<file path="src/rtl/core/fdt_pkg.sv">
// fdt_pkg: shared types, codes and helpers for the frame damage tracker
// no dependencies; imported by every module of the block
package fdt_pkg;

   // operation codes carried in the request tuser
   localparam logic OP_PIXEL = 1'b0;
   localparam logic OP_FULL  = 1'b1;

   localparam logic [31:0] WHITE_OPAQUE = 32'hFFFF_FFFF;
   localparam logic [31:0] BLACK_OPAQUE = 32'hFF00_0000;

   localparam int REQ_DATA_W = 48;
   localparam int REQ_USER_W = 2;
   localparam int RSP_DATA_W = 40;

   typedef struct packed {
      logic        op;
      logic [7:0]  pos_x;
      logic [7:0]  pos_y;
      logic [31:0] color;
      logic        first;
      logic        last;
      logic        in_frame;
   } item_type;

   typedef struct packed {
      logic       full_refresh;
      logic       colour_seen;
      logic [7:0] box_max_y;
      logic [7:0] box_max_x;
      logic [7:0] box_min_y;
      logic [7:0] box_min_x;
      logic       any_changed;
   } rsp_type;

   // not white, not opaque black, and red/green/blue not all equal
   function automatic logic is_coloured(input logic [31:0] c);
      logic grey;
      grey = (c[23:16] == c[15:8]) && (c[15:8] == c[7:0]);
      return (c != WHITE_OPAQUE) && (c != BLACK_OPAQUE) && !grey;
   endfunction

endpackage

</file>
<file path="src/rtl/core/fdt_track.sv">
// fdt_track: per-area accumulators (changed, colour, bounding box) and the
// pending full-refresh flag; builds the result; uses fdt_pkg
module fdt_track (
   input  logic                 clock,
   input  logic                 reset,
   input  logic                 step,
   input  fdt_pkg::item_type    item,
   input  logic [31:0]          stored,
   output logic                 res_valid,
   output fdt_pkg::rsp_type     res
);
   import fdt_pkg::*;

   logic       changed_ff, changed_in;
   logic       colour_ff, colour_in;
   logic       pending_ff, pending_in;
   logic [7:0] min_x_ff, min_y_ff, max_x_ff, max_y_ff;
   logic [7:0] min_x_in, min_y_in, max_x_in, max_y_in;
   logic       base_changed, base_colour, diff, area_changed, area_colour;
   logic [7:0] nmin_x, nmin_y, nmax_x, nmax_y;

   always_comb begin
      base_changed = changed_ff && !item.first;
      base_colour  = colour_ff && !item.first;
      diff         = item.in_frame && (stored != item.color);
      area_changed = base_changed || diff;
      area_colour  = base_colour || (diff && is_coloured(item.color));

      nmin_x = min_x_ff;
      nmin_y = min_y_ff;
      nmax_x = max_x_ff;
      nmax_y = max_y_ff;
      if (diff) begin
         if (!base_changed) begin
            nmin_x = item.pos_x;
            nmin_y = item.pos_y;
            nmax_x = item.pos_x;
            nmax_y = item.pos_y;
         end else begin
            if (item.pos_x < min_x_ff) nmin_x = item.pos_x;
            if (item.pos_y < min_y_ff) nmin_y = item.pos_y;
            if (item.pos_x > max_x_ff) nmax_x = item.pos_x;
            if (item.pos_y > max_y_ff) nmax_y = item.pos_y;
         end
      end

      res = '0;
      if (area_changed) begin
         res.any_changed  = 1'b1;
         res.box_min_x    = nmin_x;
         res.box_min_y    = nmin_y;
         res.box_max_x    = nmax_x;
         res.box_max_y    = nmax_y;
         res.colour_seen  = area_colour;
         res.full_refresh = pending_ff;
      end
      res_valid = step && (item.op == OP_PIXEL) && item.last;

      changed_in = changed_ff;
      colour_in  = colour_ff;
      pending_in = pending_ff;
      min_x_in   = min_x_ff;
      min_y_in   = min_y_ff;
      max_x_in   = max_x_ff;
      max_y_in   = max_y_ff;
      if (step) begin
         if (item.op == OP_FULL) begin
            pending_in = 1'b1;
         end else if (item.last) begin
            changed_in = 1'b0;
            colour_in  = 1'b0;
            min_x_in   = '0;
            min_y_in   = '0;
            max_x_in   = '0;
            max_y_in   = '0;
            if (area_changed) pending_in = 1'b0;
         end else begin
            changed_in = area_changed;
            colour_in  = area_colour;
            min_x_in   = nmin_x;
            min_y_in   = nmin_y;
            max_x_in   = nmax_x;
            max_y_in   = nmax_y;
         end
      end
   end

   always_ff @(posedge clock) begin
      if (reset) begin
         changed_ff <= 1'b0;
         colour_ff  <= 1'b0;
         pending_ff <= 1'b0;
      end else begin
         changed_ff <= changed_in;
         colour_ff  <= colour_in;
         pending_ff <= pending_in;
      end
      min_x_ff <= min_x_in;
      min_y_ff <= min_y_in;
      max_x_ff <= max_x_in;
      max_y_ff <= max_y_in;
   end

endmodule

</file>
<file path="config.mk">
export PLATFORM = sky130hd
export DESIGN_NAME = fdt_track
export DESIGN_NICKNAME = d
export VERILOG_FILES = /design/src/rtl/core/fdt_pkg.sv /design/src/rtl/core/fdt_track.sv
export SDC_FILE = /design/constraint.sdc
export NUM_CORES = 1
export LEC_CHECK = 0
export ABC_AREA = 0
export ABC_CLOCK_PERIOD_IN_PS = 3100
export BUFFER_PORTS_ARGS = -buffer_cell sky130_fd_sc_hd__buf_2
export CAP_MARGIN = 25
export CORE_MARGIN = 10
export CORE_UTILIZATION = 34
export CTS_BUF_LIST = sky130_fd_sc_hd__clkbuf_4 sky130_fd_sc_hd__clkbuf_8
export CTS_CLUSTER_DIAMETER = 80
export DETAILED_ROUTE_END_ITERATION = 16
export GPL_ROUTABILITY_DRIVEN = 0
export PLACE_DENSITY = 0.64
export SYNTH_ARGS = -nofsm -noshare
export SYNTH_HDL_FRONTEND = slang
export SYNTH_SLANG_ARGS = --single-unit
</file>
<file path="constraint.sdc">
create_clock -name clock -period 3.1 [get_ports clock]
set_input_delay 0.155 -clock clock [delete_from_list [all_inputs] [get_ports clock]]
set_output_delay 0.155 -clock clock [all_outputs]
set_load 0.005 [all_outputs]
</file>
======== Word-level counts from Yosys, hierarchy flattened ========
Index checks and enable logic that the tools add are counted.
storage, ports and cells
  output and inout bits ................... 36
  flip-flop bits (word level) ............. 35
  bits of input ports ..................... 87
cells by class
  $lt $le $gt $ge ......................... 4
  bitwise gates (word level) .............. 1
  mux-type cells .......................... 18
  reduce and logical (&&, ||, !) cells .... 17
  equality and inequality tests ........... 5
operators by type and width
  operator                                        number
  8-bit two-way mux                               12
  32-bit inequality test (second input constant)  2
  35-bit two-way mux                              1
  32-bit inequality test                          1
  8-bit == test                                   2
  8-bit greater-than comparator                   2
  8-bit < comparator                              2
  1-bit logical AND                               9
  1-bit two-way mux                               5
  2-bit nonzero test                              2
  3-bit AND reduction                             1
  1-bit zero test                                 2
  1-bit logical OR                                2
  2-bit AND reduction                             1
  1-bit inverter                                  1

======== Longest topological paths before layout ========
  depth in word-level cells ............... 7
  depth in mapped cells ................... 9
  gate-level depth less buffers ........... 8

======== Worst setup path before layout ========
No wires, ideal clock.
  kind .................................... input port to flip-flop
  start ................................... input port item[51] (netlist name)
  end ..................................... register colour_ff
  data required time ...................... 2983 ps
  stages .................................. 4
  data arrival time ....................... 2309 ps
  buffers on the path ..................... 0
  path slack .............................. 674 ps
  setup time .............................. 117 ps
  path through ............................ nor2b_1 o21ai_0 a32oi_1 nor2_1
on the way
  longest elaborated chain between the ends .. 2
ends and longest elaborated chain
  element                               RTL line         source
  start, declared                       fdt_track.sv:7   input fdt_pkg::item_type item,
  1-bit inverter (no source line)       --
  2-bit AND reduction (no source line)  --
  end signal, assigned                  fdt_track.sv:95  colour_ff <= colour_in;
  end, declared                         fdt_track.sv:15  logic colour_ff, colour_in;
No other way between the ends.
A chain may end at the register's enable or synchronous reset.

==> key figures <==
Worst setup path
  • Maximum fanout along the worst path: 9
  • Arrival time of data at the critical path endpoint: roughly 2.6 ns
  • Cell-by-cell listing of the critical path: inv_1, ha_1, o21a_1, nor2_1, a2111oi_1, o21a_1, nor2_2, a22o_1, buf_2
  • Worst endpoint required time: 2.94 ns
  • Slowest cell on the critical path: a2111oi_1
  • Crit path largest cell delay: approximately 0.50 ns
  • Critical path capture point type: output pin
  • Path type of the worst setup path: reg2out
  • Critical path's most frequent cell: o21a_1
  • Worst Setup Start Kind: register

Die
  • Die span in y: ~120 microns
  • Die X-Extent: roughly 120 microns
  • Number of standard-cell rows in the floorplan: 36
  • Placeable core region: about 9800 sq um
  • Floorplan die area: around 15000 sq um
  • Starting density of the core: 0.351
  • # IOs: 123

Power and ir drop
  • Leak: between 1.5 and 2 nW
  • Worst-case vdd ir drop: 0.137 mV
  • Power per standard cell area: 303 nW/um^2

Place
  • DP Area: 4170 sq um
  • Number of input and output port buffers inserted: ~120
  • Sum of net half-perimeters after detailed placement: a little under 9 mm

Run status
  • Result of the run: completed

Layout
  • Number of filler cells placed in the layout: 1011
  • Antenna Diode Count: 0
  • Fraction of final layout cells with drive strength greater than 1: 0.327
  • Area of all placed cells without fillers: roughly 4300 sq um
  • Area delta synth->final: 23.6%
  • Final #Nets: roughly 620

Global route
  • Global-route wire length before repair: between 15 and 20 mm
  • Overall overflow remaining after global route: 0
  • Gr usage total: 0.151
  • Number of antenna violations at the first check in global routing: 0
  • Maximum number of pins on one net before global-route repair: 36
  • Via count of the first global-routing pass: approximately 3600

Route
  • Count of TritonRoute iterations in the first routing pass: 4
  • DRC violation total after the first TritonRoute iteration: 200
  • Avg Vias per Cell: 5.44
  • WL/cell: about 18 microns
  • Via total after detailed routing: between 3000 and 4000
  • Total DRC errors in the routed layout: 0
  • Post-route ant nets: 0
  • Wire length after detailed routing: ~11 mm

Timing
  • Share of the cycle needed by the critical path after routing: 0.885
  • Final hold violation count: 0
  • Count of final setup violators: 0
  • Final hold slack: between 0.04 and 0.05 ns
  • Worst slew margin relative to its limit: 0.487
  • Skew final: 0.00570 ns
  • Post-route minimum period: between 2 and 3 ns
  • Final slew viol count: 0
  • Unrepaired setup endpoints after global routing: no
  • Max Clk Rate: 364 MHz
  • Setup TNS Final: 0 ns
  • Slew at the pin closest to its max-slew limit: ~0.77 ns

Synth
  • Area share of the largest cell type after synthesis: 0.279
  • Cell type with the largest total area after synthesis: edfxtp_1
  • EDFF count, synth: 32
  • Number of nets produced by synthesis: 497
  • Largest cells by area after synthesis: edfxtp_1, ha_1, a22o_1
  • Mean area per synthesized cell: 9.06 sq um
  • #FFs+latches synth: 35
  • Fraction of registers with async set or reset after synthesis: 0
  • Dominant register cell in the synthesized netlist: edfxtp_1
  • Register area share after synthesis: 0.296
  • Instance count of the mapped netlist: 380
  • Count of distinct cell types in the synthesized netlist: 49
  • Summed instance area of the synthesized netlist: 3440 sq um
  • Warnings from Yosys: 0

Clock network
  • Clock latency of the later-clocked register in the worst-skew pair: ~0.3 ns
  • Hold buffers post-CTS: 0
  • Maximum buffer depth of the clock tree: 2
  • Buffer cell driving the clock tree root: clkbuf_8
  • Clock tree from TritonCTS: done
  • Post-CTS repair timing setup buffer count: 0
  • Sink count of the clock tree: 35
  • Post-CTS resize count: 0
  • CTS H-Tree Depth: 2
  • Clock transition at the register clock pins on the worst setup and hold paths after CTS: roughly 0.080 ns
  • Cts bufs inserted: 5

Run
  • Max-cap violations: 0

Hold path
  • Classification of the worst-slack hold path: in2reg
[synthesized netlist by cell type (4+ instances only)]
library cell  number
a21oi_1           34
a21oi_2            7
a22o_1            32
and3_1             7
buf_2              4
buf_6              6
edfxtp_1          32
ha_1              30
inv_1             32
nand2_1            7
nand3_1           30
nand4_1           11
nor2_1             6
nor2_2             4
nor3_1            11
o21a_1             4
o21ai_0           16
o21ai_1           22
o21ai_4            4
o22ai_1            4
xnor2_1           32
[cell usage in the layout, fill, tap and decap left out, types with 4 or more instances in the layout]
| master | instances |
|---|---|
| buf_2 | 122 |
| a21oi_1 | 34 |
| inv_1 | 32 |
| xnor2_1 | 32 |
| a22o_1 | 32 |
| edfxtp_1 | 32 |
| nand3_1 | 30 |
| ha_1 | 30 |
| o21ai_1 | 22 |
| o21ai_0 | 16 |
| nand4_1 | 11 |
| nor3_1 | 11 |
| nand2_1 | 7 |
| and3_1 | 7 |
| a21oi_2 | 7 |
| buf_4 | 7 |
| nor2_1 | 6 |
| clkbuf_8 | 5 |
| o22ai_1 | 4 |
| nor2_2 | 4 |
| o21ai_4 | 4 |
| o21a_1 | 4 |
[worst paths after layout]
| path | from | to | slack (ns) | depth (start not counted) |
|---|---|---|---|---|
| setup reg to reg | min_y_ff[3] | min_y_ff[4] | 0.94 | 8 |
| hold / removal | reset | changed_ff | 0.04 | 2 |
| setup / recovery | min_y_ff[3] | res[9] | 0.36 | 9 |
| hold reg to reg | pending_ff | pending_ff | 0.53 | 2 |
[metrics by stage]
stage               setup slack, ns  utilization  cells  power (mW)
floorplan                     0.674            -    380       0.794
global placement              0.673        0.425    627       0.952
detailed placement            0.638        0.425    627       0.962
CTS                           0.325        0.434    635        1.31
global route                  0.110        0.434    635        1.37
finish                        0.355        0.434    635        1.29
[critical path: cells and delay by family (launching register included)]
kind	cells	cell delay [ns]
AND/OR/NAND/NOR	2	0.20
buffers and inverters	2	0.17
adder cells (fa/ha/maj)	1	0.27
AO/OA/AOI/OAI	4	1.28
flip-flops	1	0.38
[power by group]
group	internal (mW)	switching, mW	total, mW	leakage, nW
Combinational	0.180	0.210	0.390	1.48
Sequential	0.542	0.0166	0.559	0.333
Clock	0.162	0.181	0.344	0.0437
[flip-flops by register name, indices dropped and copies added, names as in the netlist]
| name | cells |
|---|---|
| min_y_ff | 8 |
| max_x_ff | 8 |
| changed_ff | 1 |
| max_y_ff | 8 |
| pending_ff | 1 |
| colour_ff | 1 |
| min_x_ff | 8 |
[area by class of cell]
cell class	count	area [sq um]	area share
Multi-Input combinational cell	298	2200	0.517
Timing Repair Buffer	129	663	0.156
Clock inverter	2	7.51	0.00176
Clock buffer	6	76.3	0.0179
Inverter	32	120	0.0282
Tap cell	133	166	0.0391
Sequential cell	35	1020	0.240
[routing by layer]
metal	up-vias	global-route usage	wire [microns]
met3	13	0.0405	797
met1	1601	0.174	4750
met2	153	0.260	5460
met4	0	0.0596	251
met5	-	0	0
li1	1688	-	-
[cell families (layout without fill, tap and decap cells)]
kind of cell             Yosys count  in the layout  synth area share
buffers and inverters             47            169            0.0668
adder cells (fa/ha/maj)           30             30             0.109
XOR/XNOR                          32             32            0.0814
AND/OR/NAND/NOR                   93             93             0.154
flip-flops                        35             35             0.296
AO/OA/AOI/OAI                    143            143             0.292
Note: power is estimated with default switching activity, not from simulation.
